### src/sv/stp_pkg.sv
// Shared types and constants of the section time profiler.
package stp_pkg;

    localparam int IDX_W      = 6;
    localparam int TICK_W     = 32;
    localparam int CALLS_W    = 16;
    localparam int AVG_W      = 40;
    localparam int LABEL_W    = 64;
    localparam int ALPHA_W    = 9;
    localparam int FRAMES_W   = 8;
    localparam int CFG_ADDR_W = 2;

    localparam logic [ALPHA_W-1:0]    Q_ONE  = 9'd256;
    localparam logic [FRAMES_W-1:0]   FRAMES_MAX = 8'd255;
    localparam logic [CALLS_W-1:0]    CALLS_MAX  = 16'hFFFF;

    localparam int Q_DEPTH = 4;
    localparam int Q_PTR_W = 2;

    // Input action codes.
    localparam logic [1:0] ACT_BEGIN = 2'd0;
    localparam logic [1:0] ACT_END   = 2'd1;
    localparam logic [1:0] ACT_FRAME = 2'd2;
    localparam logic [1:0] ACT_CLEAR = 2'd3;

    // Configuration register indexes.
    localparam logic [CFG_ADDR_W-1:0] CFG_ALPHA_RAMP   = 2'd0;
    localparam logic [CFG_ADDR_W-1:0] CFG_ALPHA_STEADY = 2'd1;
    localparam logic [CFG_ADDR_W-1:0] CFG_RAMP_FRAMES  = 2'd2;

    localparam logic [ALPHA_W-1:0]  RST_ALPHA_RAMP   = 9'd77;
    localparam logic [ALPHA_W-1:0]  RST_ALPHA_STEADY = 9'd26;
    localparam logic [FRAMES_W-1:0] RST_RAMP_FRAMES  = 8'd10;

    typedef struct packed {
        logic [1:0]         action;
        logic [IDX_W-1:0]   section_index;
        logic [TICK_W-1:0]  timestamp;
        logic [LABEL_W-1:0] frame_id;
    } t_in_word;

    typedef struct packed {
        logic [IDX_W-1:0]   out_section;
        logic [TICK_W-1:0]  current_ticks;
        logic [CALLS_W-1:0] calls;
        logic [TICK_W-1:0]  min_ticks;
        logic [TICK_W-1:0]  max_ticks;
        logic [AVG_W-1:0]   avg_q8;
        logic [LABEL_W-1:0] frame_label;
        logic [TICK_W-1:0]  frame_ticks;
        logic               last;
    } t_out_word;

    typedef enum logic [2:0] {
        CMD_NOP,
        CMD_BEGIN,
        CMD_END,
        CMD_FRAME,
        CMD_CLEAR
    } t_cmd_kind;

    typedef struct packed {
        t_cmd_kind          kind;
        logic [IDX_W-1:0]   idx;
        logic [TICK_W-1:0]  ts;
        logic [LABEL_W-1:0] label;
    } t_cmd;

    typedef enum logic [1:0] {
        BK_IDLE,
        BK_RD,
        BK_CALC,
        BK_WR
    } t_bk_state;

    // One row of per-section state in the section memory.
    typedef struct packed {
        logic               active;
        logic [TICK_W-1:0]  start;
        logic [TICK_W-1:0]  accum;
        logic [CALLS_W-1:0] calls;
        logic [TICK_W-1:0]  min_t;
        logic [TICK_W-1:0]  max_t;
        logic [AVG_W-1:0]   avg;
        logic               seen;
    } t_row;

endpackage

### src/sv/stp_front.sv
// Input stage: accepts event words, classifies them and queues commands.
module stp_front #(
    parameter int SECTIONS = 16
) (
    input  logic             i_clk,
    input  logic             i_rst_n,
    input  logic             i_valid,
    output logic             o_ready,
    input  stp_pkg::t_in_word i_data,
    output logic             o_q_valid,
    output stp_pkg::t_cmd    o_q_cmd,
    input  logic             i_q_pop
);

    stp_pkg::t_cmd r_q [stp_pkg::Q_DEPTH];
    logic [stp_pkg::Q_PTR_W-1:0] r_wr_ptr, r_rd_ptr;
    logic [stp_pkg::Q_PTR_W:0]   r_count;
    stp_pkg::t_cmd w_cmd;
    logic w_push, w_pop, w_in_range;

    assign o_ready   = (r_count != (stp_pkg::Q_PTR_W+1)'(stp_pkg::Q_DEPTH));
    assign o_q_valid = (r_count != '0);
    assign o_q_cmd   = r_q[r_rd_ptr];
    assign w_push    = i_valid && o_ready;
    assign w_pop     = i_q_pop && o_q_valid;

    assign w_in_range = ({1'b0, i_data.section_index} < 7'(SECTIONS));

    always_comb begin
        w_cmd.idx   = i_data.section_index;
        w_cmd.ts    = i_data.timestamp;
        w_cmd.label = i_data.frame_id;
        case (i_data.action)
            stp_pkg::ACT_BEGIN: w_cmd.kind = w_in_range ? stp_pkg::CMD_BEGIN : stp_pkg::CMD_NOP;
            stp_pkg::ACT_END:   w_cmd.kind = w_in_range ? stp_pkg::CMD_END : stp_pkg::CMD_NOP;
            stp_pkg::ACT_FRAME: w_cmd.kind = stp_pkg::CMD_FRAME;
            stp_pkg::ACT_CLEAR: w_cmd.kind = stp_pkg::CMD_CLEAR;
            default:            w_cmd.kind = stp_pkg::CMD_NOP;
        endcase
    end

    always_ff @(posedge i_clk) begin
        if (w_push) begin
            r_q[r_wr_ptr] <= w_cmd;
        end
    end

    always_ff @(posedge i_clk) begin
        if (!i_rst_n) begin
            r_wr_ptr <= '0;
            r_rd_ptr <= '0;
            r_count  <= '0;
        end else begin
            if (w_push) begin
                r_wr_ptr <= r_wr_ptr + 1'b1;
            end
            if (w_pop) begin
                r_rd_ptr <= r_rd_ptr + 1'b1;
            end
            case ({w_push, w_pop})
                2'b10:   r_count <= r_count + 1'b1;
                2'b01:   r_count <= r_count - 1'b1;
                default: r_count <= r_count;
            endcase
        end
    end

endmodule

### config.mk
export PLATFORM = sky130hd
export DESIGN_NAME = stp_front
export DESIGN_NICKNAME = d
export VERILOG_FILES = /design/src/sv/stp_pkg.sv /design/src/sv/stp_front.sv
export SDC_FILE = /design/constraint.sdc
export NUM_CORES = 1
export LEC_CHECK = 0
export BUFFER_PORTS_ARGS = -buffer_cell sky130_fd_sc_hd__buf_2
export CAP_MARGIN = 0
export CORE_MARGIN = 2
export CORE_UTILIZATION = 45
export DETAILED_ROUTE_END_ITERATION = 8
export GPL_TIMING_DRIVEN = 0
export PLACE_DENSITY = 0.62
export SYNTH_ARGS = -nofsm -noshare
export SYNTH_HDL_FRONTEND = slang
export SYNTH_SLANG_ARGS = --single-unit
### constraint.sdc
create_clock -name i_clk -period 5.2 [get_ports i_clk]
set_input_delay 0.52 -clock i_clk [delete_from_list [all_inputs] [get_ports i_clk]]
set_output_delay 0.52 -clock i_clk [all_outputs]
set_load 0.01 [all_outputs]
Word level (Yosys, flattened, before mapping)

Memory sizes are Yosys's and may differ from the RTL's. A register that Yosys moved wholly into a read port is not among the register bits.
Index checks and enable logic that the tools add are counted.

Output and inout bits: 107
Word-level logic and storage cells: 28
Memories kept: 1
Input bits: 108
Bits in writable memories: 420
Register bits: 7

Multiplexer cells: 8
Magnitude comparators: 1
Reduce and logical (&&, ||, !) cells: 5
Equal/unequal tests: 6
Add/subtract/negate cells: 4

Memory list:

| name | words | width | read ports | clocked after memory_dff | wr ports | RTL line        | source |
|---|---|---|---|---|---|---|---|
| r_q  | 4     | 105   | 1          | 1                        | 1        | stp_front.sv:15 | `stp_pkg::t_cmd r_q [stp_pkg::Q_DEPTH];` |

Operators by type and width:

| cell                  | count |
|---|---|
| $pmux W3 S4           | 1 |
| $eq A2 B2 Y1 const B  | 3 |
| $lt A6 B5 Y1 const B  | 1 |
| $mux W2               | 3 |
| $pmux W3 S2           | 1 |
| $add A2 B1 Y2 const B | 2 |
| $eq A2 B1 Y1 const B  | 2 |
| $add A3 B1 Y3 const B | 1 |
| $mux W1               | 3 |
| $ne A3 B3 Y1 const B  | 1 |
| $reduce_bool A3 Y1    | 1 |
| $sub A3 B1 Y3 const B | 1 |
| $logic_and A1 B1 Y1   | 2 |
| $logic_not A2 Y1      | 1 |
| $reduce_bool A2 Y1    | 1 |

Depth between registers and ports, before layout

Gate-level depths: netlist (run 1).

Word-level depth: 4
Mapped depth: 9

Worst setup path after synthesis (run 1)

OpenSTA, ideal clock, no wires.

Path kind: in2reg
Start point: input i_valid
End point: memory r_q[0][0] (netlist name) (enable)
Arrival: 3379 ps
Setup time: 476 ps
Cell stages on the path: 2
Path slack: 1345 ps
Cells stage by stage: a21boi_1 and2_1

Longest elaborated chain between the ends: 3

RTL lines:

| what                          | RTL line        | source |
|---|---|---|
| from (decl)                   | stp_front.sv:7  | `input logic i_valid,` |
| $logic_and A1 B1 Y1           | stp_front.sv:24 | `assign w_push = i_valid && o_ready;` |
| $mux W1                       | stp_front.sv:43 | `if (w_push) begin` |
| $mux W1 (not written as such) | stp_front.sv:44 | `r_q[r_wr_ptr] <= w_cmd;` |
| to (decl)                     | stp_front.sv:15 |  |

No other way between the ends.

==> results of run 1 <==
routing by layer:
metal,vias up,share of wire
li1,3140,-
met5,-,0.0011
met1,3640,0.42
met2,210,0.48
met3,48,0.083
met4,6,0.019
flip-flops by register name (all words and copies together) (netlist names), named ones only:
name      flops
r_count       3
r_q         420
r_rd_ptr      2
r_wr_ptr      2
logic make-up (layout without fill, tap and decap cells):
group,Yosys count,count (layout),share of synthesized area
adder cells (fa/ha/maj),6,6,0.00527
multiplexers,107,107,0.152
other,0,3,0
AND/OR/NAND/NOR,23,23,0.00750
flip-flops,429,429,0.816
buffers and inverters,32,330,0.0137
XOR/XNOR,4,4,0.00224
AO/OA/AOI/OAI,7,7,0.00303
worst paths after layout:
kind                    start           to  slack, ns  cells after the start
hold reg to reg   r_wr_ptr[1]  r_wr_ptr[1]       0.49                      2
setup / recovery         flop  o_q_cmd[88]       2.45                      5
hold / removal     i_data[69]   r_q[0][69]       0.20                      1
setup reg to reg   r_count[1]   r_q[2][46]       2.61                      4
cell usage in the layout, fill, tap and decap left out:
master / n
nor2b_1: 2
edfxtp_1: 420
nand3_1: 1
clkinv_1: 6
clkinv_2: 12
clkbuf_16: 45
a21boi_1: 1
buf_2: 225
buf_12: 1
buf_6: 1
buf_16: 7
ha_1: 5
xnor2_1: 3
o21ai_0: 3
and2_1: 4
a21boi_0: 1
clkbuf_8: 1
clkinvlp_4: 1
o311ai_0: 1
buf_8: 5
xor2_1: 1
mux4_2: 105
nand2_1: 6
mux2i_1: 2
inv_1: 7
nor2_1: 4
clkbuf_1: 10
bufinv_16: 9
or3_1: 2
o31a_1: 1
and2_4: 4
diode_2: 3
dfxtp_1: 9
fa_1: 1
power breakdown:
group          internal [mW]  switching [mW]
clock                   2.03            1.22
sequential              4.17          0.0736
combinational           1.07            1.12
total                   7.26            2.41
cell type report:
type	instances	area share
repair buffers	220	0.0661
inverters	7	0.00138
multi-input cells	147	0.141
well taps	455	0.0299
flip-flops and latches	429	0.672
clock buffers	50	0.0607
plain buffers	25	0.00993
diodes	3	0.000394
clock inverters	28	0.0189
critical path, delay by kind of cell, from the launching register on:
family | cells | cell delay (ns)
mux | 1 | 0.36
flops | 1 | 0.31
buf+inv | 4 | 1.02
through the flow:
stage	cells	instance area [um^2]	setup TNS (ns)	utilization	hold slack, ns
after CTS	1361	19000	0	0.552	0.167
final	1364	19000	0	0.552	0.199
after global placement	1276	17300	-388.98	0.502	0.482
after floorplan	608	15700	0	-	0.468
after global routing	1362	19000	0	0.552	0.178
after detailed placement	1283	17500	0	0.508	0.493
==> summary.md, run 1 <==
| Metric | Value |
|---|---|
| Outcome | `completed` |
| Final min period | `between 2 and 3 ns` |
| Crit end category | `output port` |
| Final net count | `987` |
| Top FF cell, synth | `edfxtp_1` |
| I/O pin count | `215` |
| Largest area contributor in the netlist | `edfxtp_1` |
| F_max | `0.363 GHz` |
| Clock Sinks | `between 400 and 500` |
| Overall power | `9.68 mW` |
| Yosys cell types | `25` |
| DRT antenna net count | `0` |
| Gpl congestion | `0.670` |
| Hold buffers post-CTS | `0` |
| Die area | `around 36000 um^2` |
| Syn nets | `722` |
| M2 GR Usage | `0.258` |
| Post-synth top area share | `0.805` |
| Total gr overflow | `0` |
| Vias in the first global route | `7524` |
| Residual DRC | `0` |
| Static Leak | `6.42 nW` |
| Synth Register Bits | `429` |
| Global-route wire length before repair | `43800 um` |
| Clock Skew | `0.00786 ns` |
| TritonCTS clock tree | `built` |
| Ys async rst share | `0` |
| Chip height | `191 um` |
| Crit-path cells | `buf_2, buf_2, buf_2, mux4_2, buf_2` |
| Final Hold Viols | `0` |
| Reg clk slew, reported paths | `around 0.060 ns` |
| Root buf cell | `clkbuf_16` |
| Core area | `34500 um^2` |
| Share of cells above drive strength 1 | `0.459` |
| Cts repair resizes | `0` |
| Number of max-cap violations | `0` |
| Hold/Removal Path Class | `in -> reg` |
| First-pass DRT Iterations | `4` |
| GRT Resource Usage Total | `0.160` |
| Initial antenna violation count | `4` |
| Commonest cells in the netlist | `420 x edfxtp_1, 105 x mux4_2, 12 x buf_2, 9 x dfxtp_1, 8 x and2_1` |
| M1 GR Usage | `0.209` |
| Fin crit share | `0.530` |
| Slew headroom | `0.433` |
| Setup-failing EPs final | `0` |
| CP startpoint kind | `flop` |
| Via density | `~5.2` |
| Largest net degree at the start of global routing | `55` |
| Layout overhead on the synthesized area | `21.4%` |
| Post-Synthesis Cells | `608` |
| Worst-Margin Slew | `0.851 ns` |
| Most frequent CP cell | `buf_2` |
| Arrival @ worst endpoint | `2.23 ns` |
| Initial Util | `0.455` |
| Clock Tree Buf Depth | `3` |
| Yosys warning count | `0` |
| Max rail drop VDD | `0.314 mV` |
| Row count | `68` |
| Post-CTS Setup Inserts | `0` |
| Final HPWL DP | `17400 um` |
| Final wirelength | `28600 um` |
| Crit Path Category | `reg -> out` |
| Final Max Slew Viols | `0` |
| Final WS setup | `2.45 ns` |
| Most common cell in the netlist | `edfxtp_1` |
| Number of synthesized flops with an enable pin | `420` |
| Fill count | `~2600` |
| Die width | `191 um` |
| GR peak layer | `met2` |
| H-tree levels | `2` |
| DR WL/cell | `21.0 um` |
| Syn Std Cell Area | `15700 um^2` |
| Vias | `around 7000` |
| Slowest cell on the critical path | `mux4_2` |
| Setup WS pre-CTS | `2.42 ns` |
| Total CTS buffers | `43` |
| Sequential share of the synthesized area | `0.816` |
| RSZ-0062 raised after global routing | `false` |
| Power Dens Cells | `about 510 nW/um^2` |
| Critical Path Fanout Max | `10` |
| Max incr delay on CP | `approximately 0.36 ns` |
| Avg Cell Area, Syn | `25.8 um^2` |
| Area taken by multi-input logic gates | `2680 um^2` |
| Worst Path Required | `between 4 and 5 ns` |
| Worst-Skew Late Latency | `0.53 ns` |
| Synth area leaders | `edfxtp_1 80%, mux4_2 15%, dfxtp_1 1.1%, buf_8 0.48%, ha_1 0.40%` |
| DR iter-0 viols | `420` |
| Port bufs | `213` |
| Seq. cell area | `12800 um^2` |
| GR Util met3 | `0.0519` |
Note: power is estimated with default switching activity, not from simulation.
==> run 2: changes to the inputs <==
- clock period: 5.2 -> 2.6 ns (I/O delays scaled with it)
==> run 2 against run 1 <==
Compared with the run above: clock-buffer cell count increased by 4; utilization increased by 2.9 points; worst hold slack got worse by 0.13 ns; critical path depth decreased by 1; first-iteration DRC count increased by 1.7%; critical path type unchanged.
==> summary.md, run 2 (synthesis results as in run 1) <==
| Metric | Value |
|---|---|
| Non-Filler Instances | `1468 (+7.6%)` |
| Initial Util | `0.455 (unchanged)` |
| Gpl congestion | `0.669 (-0.21%)` |
| Routed wl met2 | `14600 um (+7.0%)` |
| Slew headroom | `0.529 (+0.0966)` |
| Internal Power | `14.4 mW (+98%)` |
| RSZ-0062 raised after global routing | `false` |
| Setup TNS | `0 ns (unchanged)` |
| Root buf cell | `clkbuf_16` |
| Crit Path Category | `reg -> out` |
| Met3 wire length | `1860 um (-21%)` |
| Via density | `5.07 (-1.9%)` |
| Core area | `34500 um^2 (unchanged)` |
| Dpl cell area | `17500 um^2 (+0.11%)` |
| Number of max-cap violations | `0 (unchanged)` |
| Power Dens Cells | `963 nW/um^2 (+89%)` |
| Fill count | `2523 (-3.2%)` |
| Final min period | `roughly 2.5 ns` |
| Top Metal Used | `met4` |
| Port bufs | `213 (unchanged)` |
| Final net count | `1091 (+11%)` |
| Final Max Slew Viols | `0 (unchanged)` |
| Chip height | `191 um (unchanged)` |
| Psw | `4.91 mW (+100%)` |
| Final HPWL DP | `17700 um (+1.6%)` |
| Vias in the first global route | `8031 (+6.7%)` |
| Area taken by multi-input logic gates | `2680 um^2 (+0.14%)` |
| F_max | `0.403 GHz` |
| Row count | `68 (unchanged)` |
| H-tree levels | `2 (unchanged)` |
| Flop pwr share | `0.440 (+0.002)` |
| Final Hold Viols | `0 (unchanged)` |
| Reg clk slew, reported paths | `0.06 ns (about the same)` |
| Clk pwr share | `0.326 (-0.010)` |
| TritonCTS clock tree | `built` |
| GRT Resource Usage Total | `0.166 (+0.00644)` |
| Total CTS buffers | `44 (+2.3%)` |
| Biggest regs | `r_q x420, r_count x3` |
| DR WL/cell | `20.3 um (-3.3%)` |
| Worst-Skew Late Latency | `0.54 ns (about the same)` |
| Met1 wire length | `12800 um (+6.7%)` |
| First-pass DRT Iterations | `6 (+2)` |
| Crit end category | `output port` |
| Setup-failing EPs final | `0 (unchanged)` |
| I/O pin count | `215 (unchanged)` |
| Clock Skew | `0.0107 ns (+0.00283 ns)` |
| Static Leak | `6.82 nW (+6.3%)` |
| Worst Path Required | `2.34 ns (-2.34 ns)` |
| Seq. cell area | `12800 um^2 (unchanged)` |
| CP startpoint kind | `flop` |
| Largest net degree at the start of global routing | `54 (-1.8%)` |
| Combinational Power Share | `0.235 (+0.009)` |
| Inst Count DP | `1284 (+0.078%)` |
| Clock Tree Buf Depth | `3 (unchanged)` |
| Critical Path Fanout Max | `10 (unchanged)` |
| Total gr overflow | `0 (unchanged)` |
| Overall power | `19.3 mW (+99%)` |
| Vias | `7438 (+5.6%)` |
| Initial antenna violation count | `1 (-3)` |
| Share of cells above drive strength 1 | `0.411 (-0.0481)` |
| Residual DRC | `0 (unchanged)` |
| Net Sw Frac | `0.255 (+0.00541)` |
| Fin crit share | `0.955` |
| Hold/Removal Path Class | `in -> reg` |
| Global-route wire length before repair | `45600 um (+4.2%)` |
| Max reg flops | `420 (unchanged)` |
| DRT antenna net count | `0 (unchanged)` |
| Final wirelength | `29800 um (+4.1%)` |
| Largest Register | `r_q` |
| Worst-Margin Slew | `0.706 ns (-0.145 ns)` |
| Die width | `191 um (unchanged)` |
| Max rail drop VDD | `0.591 mV (+88%)` |
| Final hold slack | `0.0735 ns (-0.126 ns)` |
| Most frequent cells in the layout | `420 x edfxtp_1, 223 x buf_2, 105 x mux4_2` |
| Final Instance Area | `20000 um^2 (+5.2%)` |
| Commonest non-fill, non-tap cell in the layout | `edfxtp_1` |
| Layout overhead on the synthesized area | `27.8%` |
| Die area | `36300 um^2 (unchanged)` |
| DR iter-0 viols | `427 (+1.7%)` |
| Clock Sinks | `429 (unchanged)` |
| Outcome | `completed` |
| Arrival @ worst endpoint | `2.22 ns (about the same)` |
-- run 2: changes by cell type in the layout (fill, tap and decap cells not counted), moves of 2 or more --
| cell | before | now |
|---|---|---|
| buf_2 | 225 | 223 |
| buf_4 | 0 | 2 |
| bufinv_16 | 9 | 6 |
| clkbuf_1 | 10 | 13 |
| clkinv_1 | 6 | 8 |
| clkinv_2 | 12 | 8 |
| diode_2 | 3 | 1 |
| dlygate4sd3_1 | 0 | 102 |
| inv_6 | 0 | 2 |
-- run 2: repair_timing --
action	CTS	global route
pin swaps	0	0
gates resized for setup	2	3
endpoints found under the hold margin	408	0
buffers inserted	0	0
endpoints found under the setup margin	33	102
hold buffers	102	0
gates cloned	0	0
-- run 2: per-stage QoR --
step / setup slack (ns) / utilization
6_report: 0.116 / 0.581
2_1_floorplan: -0.0438 / -
4_1_cts: 0.00196 / 0.581
3_5_place_dp: 0.0127 / 0.509
5_1_grt: 0.00706 / 0.581
3_3_place_gp: -1.37 / 0.503
-- run 2: critical path, stage by stage, from the launching register on --
cell,delay (ns)
dfxtp_1,0.30
buf_2,0.23
clkbuf_1,0.57
mux4_2,0.42
buf_2,0.17
-- run 2: layer usage --
layer / global-route usage / vias to the layer above
li1: - / 3358
met5: 0 / -
met2: 0.274 / 201
met3: 0.0397 / 44
met4: 0.0405 / 0
met1: 0.225 / 3835
-- run 2: power by group through the flow --
stage          logic, mW  clock network, mW  registers [mW]
3_3_place_gp        4.38                  0            8.67
4_1_cts             4.66               6.45            8.49
5_1_grt             4.91               6.71            8.54
3_5_place_dp        4.51                  0            8.63
6_report            4.52               6.28            8.48
2_1_floorplan       2.84                  0            8.61
-- run 2: cell type report --
| class | count | share of cell area |
|---|---|---|
| sequential | 429 | 0.639 |
| multi-input combinational | 147 | 0.134 |
| timing repair buffer | 323 | 0.115 |
| clock buffer | 54 | 0.0584 |
| tap | 455 | 0.0284 |
| clock inverter | 27 | 0.0146 |
| buffer | 25 | 0.00975 |
| inverter | 7 | 0.00131 |
| antenna | 1 | 0.000125 |
-- run 2: path summary, 6_finish.rpt --
kind	start	to	slack, ns	cells past startpoint
worst max register to register	r_count[0]	r_q[2][56]	0.27	5
worst min-delay path	i_data[102]	r_q[3][102]	0.07	2
worst max-delay path	flop	o_q_cmd[10]	0.12	4
worst min register to register	r_wr_ptr[0]	r_wr_ptr[0]	0.50	2
==> run 3: changes to the inputs <==
- ABC_AREA: not set -> 1
==> run 3 against run 2 <==
Compared with the run above: sequential power down 2%; die area up 3.0%; register-to-register slack better by 0.10 ns; clock power down 1%; non-clock buffer count up 53; sequential share of layout area down 1.9 points.
==> summary.md, run 3 <==
| Metric | Value |
|---|---|
| Outcome | `completed` |
| Final HPWL DP | `23600 um (+34%)` |
| Biggest regs | `r_q x420, r_count x3` |
| Arrival @ worst endpoint | `2.23 ns (about the same)` |
| Crit-path cells | `buf_6, buf_6, clkbuf_4, nor2_1, o22ai_1, buf_2` |
| Total gr overflow | `0 (unchanged)` |
| Final WS setup | `0.108 ns (-0.00828 ns)` |
| Vias | `10200 (+38%)` |
| Synth Register Bits | `429 (unchanged)` |
| Power Dens Cells | `942 nW/um^2 (-2.2%)` |
| Max reg flops | `420 (unchanged)` |
| RSZ-0062 raised after global routing | `false` |
| Most common cell in the netlist | `edfxtp_1` |
| Root buf cell | `clkbuf_16` |
| Residual DRC | `0 (unchanged)` |
| Max incr delay on CP | `0.39 ns (-0.18 ns)` |
| Port bufs | `214 (+0.47%)` |
| Clock Sinks | `429 (unchanged)` |
| Commonest non-fill, non-tap cell in the layout | `edfxtp_1` |
| Die area | `37400 um^2 (+3.0%)` |
| Most frequent CP cell | `buf_6` |
| Commonest cells in the netlist | `420 x edfxtp_1, 220 x nor2_1, 109 x o21ai_0, 105 x o22ai_1, 99 x o21ai_1` |
| Initial antenna violation count | `3 (+2)` |
| Worst-Skew Late Latency | `0.55 ns (about the same)` |
| Reg clk slew, reported paths | `0.06 ns (about the same)` |
| GRT Resource Usage Total | `0.203 (+0.0367)` |
| H-tree levels | `2 (unchanged)` |
| CP bufs+invs | `4 (+1)` |
| Number of max-cap violations | `0 (unchanged)` |
| Max rail drop VDD | `0.741 mV (+26%)` |
| Final net count | `1586 (+45%)` |
| Final wirelength | `38600 um (+30%)` |
| First-pass DRT Iterations | `5 (-1)` |
| Largest net degree at the start of global routing | `29 (-46%)` |
| Layout overhead on the synthesized area | `27.8% (about the same)` |
| Chip height | `193 um (+1.5%)` |
| Clock Tree Buf Depth | `3 (unchanged)` |
| DR iter-0 viols | `703 (+65%)` |
| TritonCTS clock tree | `built` |
| Number of synthesized flops with an enable pin | `420 (unchanged)` |
| Area taken by multi-input logic gates | `2820 um^2 (+5.1%)` |
| Post-synth top area share | `0.780 (-0.0241)` |
| Top FF cell, synth | `edfxtp_1` |
| Clock Skew | `0.0141 ns (+0.00342 ns)` |
| Avg Cell Area, Syn | `14.8 um^2 (-43%)` |
| Slew headroom | `0.561 (+0.0313)` |
| Final min period | `2.49 ns (+0.00828 ns)` |
| I/O pin count | `215 (unchanged)` |
| Yosys warning count | `0 (unchanged)` |
| Row count | `69 (+1.5%)` |
| Critical Path Fanout Max | `10 (unchanged)` |
| Crit Path Category | `reg -> out` |
| Final Max Slew Viols | `0 (unchanged)` |
| Fill count | `2801 (+11%)` |
| Hold/Removal Path Class | `in -> reg` |
| Fin crit share | `0.959 (+0.00318)` |
| Most frequent cells in the layout | `420 x edfxtp_1, 225 x buf_2, 215 x nor2_1` |
| Synth area leaders | `edfxtp_1 78%, nor2_1 5.1%, o22ai_1 4.1%, o21ai_0 3.4%, o21ai_1 3.1%` |
| Via density | `5.19 (+2.5%)` |
| Post-Synthesis Cells | `1092 (+80%)` |
| Setup-failing EPs final | `0 (unchanged)` |
| CP startpoint kind | `flop` |
| Yosys cell types | `23 (-8.0%)` |
| Seq. cell area | `12800 um^2 (about the same)` |
| DRT antenna net count | `0 (unchanged)` |
| Final Hold Viols | `0 (unchanged)` |
| Initial Util | `0.455 (+0.000509)` |
| F_max | `0.401 GHz (-0.33%)` |
| Syn nets | `1206 (+67%)` |
| Static Leak | `7.40 nW (+8.5%)` |
| Share of cells above drive strength 1 | `0.246 (-0.165)` |
| Gpl congestion | `0.733 (+9.5%)` |
| Die width | `193 um (+1.5%)` |
| Crit end category | `output port` |
| Ys async rst share | `0 (unchanged)` |
| Global-route wire length before repair | `58300 um (+28%)` |
| Setup WS pre-CTS | `0.324 ns (+0.311 ns)` |
| Core area | `35500 um^2 (+3.0%)` |
| Syn Std Cell Area | `16200 um^2 (+3.1%)` |
| Sequential share of the synthesized area | `0.792 (-0.0245)` |
| Worst-Margin Slew | `0.658 ns (-0.0485 ns)` |
| Total CTS buffers | `45 (+2.3%)` |
| Slowest cell on the critical path | `dfxtp_1` |
| Overall power | `19.5 mW (+0.89%)` |
| Top cell family by delay on the critical path | `buffers and inverters` |
| Worst Path Required | `2.34 ns (about the same)` |
| DR WL/cell | `19.6 um (-3.4%)` |
| Largest Register | `r_q` |
| Vias in the first global route | `10500 (+30%)` |
| Largest area contributor in the netlist | `edfxtp_1` |
## run 3: cell types whose count changed in the layout (fill, tap and decap cells not counted), moves of 6 or more
cell | previous run | this run
buf_6 | 1 | 23
clkbuf_2 | 1 | 9
o21ai_1 | 0 | 99
o22ai_1 | 0 | 105
o21ai_0 | 3 | 109
inv_1 | 7 | 20
buf_16 | 7 | 1
nor2_1 | 4 | 215
nand2_1 | 6 | 15
mux4_2 | 105 | 0
a21oi_1 | 0 | 6
buf_12 | 2 | 15
buf_4 | 2 | 10
## run 3: stage by stage
| step | instances | util | area, um^2 | hold slack, ns | setup TNS [ns] |
|---|---|---|---|---|---|
| finish | 1970 | 0.582 | 20700 | 0.0432 | 0 |
| global route | 1969 | 0.582 | 20700 | 0.0327 | 0 |
| CTS | 1968 | 0.582 | 20600 | 0.0208 | 0 |
| detailed placement | 1783 | 0.512 | 18200 | 0.445 | 0 |
| global placement | 1767 | 0.503 | 17900 | 0.438 | -534.25 |
| floorplan | 1092 | - | 16200 | 0.359 | -3.08 |
## run 3: what timing repair did
action / 4_1_cts / 5_1_grt
hold buffers: 103 / 0
setup buffers: 0 / 0
resized for setup: 0 / 6
setup endpoints to repair: 0 / 13
endpoints found under the hold margin: 411 / 0
## run 3: area by class of cell
type                       count  area share
multi-input combinational    573       0.136
sequential                   429       0.619
inverter                      22     0.00412
clock inverter                29      0.0116
antenna                        2    0.000242
buffer                        68      0.0247
timing repair buffer         333       0.118
tap                          461      0.0279
clock buffer                  53      0.0580
## run 3: logic make-up after synthesis
kind of cell             Yosys count  synth area share
flip-flops                       429             0.792
AND/OR/NAND/NOR                  243            0.0570
AO/OA/AOI/OAI                    324             0.110
buffers and inverters             90            0.0366
adder cells (fa/ha/maj)            6           0.00511
## run 3: worst register-to-register path: cells and delay by family (launching register included)
kind | cells | cell delay [ns]
flip-flops | 1 | 0.35
AND/OR/NAND/NOR | 4 | 0.83
buffers and inverters | 3 | 0.73
## run 3: where the power goes
group          leakage, nW  switching (mW)  total, mW  internal, mW
Sequential            3.93           0.142       8.35          8.21
Combinational         2.77            3.11       4.90          1.79
Clock                0.697            2.59       6.20          3.61
Total                 7.40            5.84       19.5          13.6
## run 3: worst paths after layout
check                   from           to  slack, ns  cells past startpoint
setup / recovery        flop  o_q_cmd[14]       0.11                      6
hold / removal       i_valid  r_wr_ptr[1]       0.04                      3
setup reg to reg  r_count[0]   r_q[3][67]       0.37                      7
hold reg to reg   r_count[0]   r_count[0]       0.45                      1
## run 3: routing by layer
metal | routed length (um) | vias to the layer above | GRT usage | part of all wire
met5 | 16 | - | 0 | 0.00041
met4 | 901 | 2 | 0.0630 | 0.023
met3 | 2010 | 63 | 0.0368 | 0.052
met2 | 18700 | 290 | 0.339 | 0.48
met1 | 16900 | 5000 | 0.271 | 0.44
li1 | - | 4877 | - | -
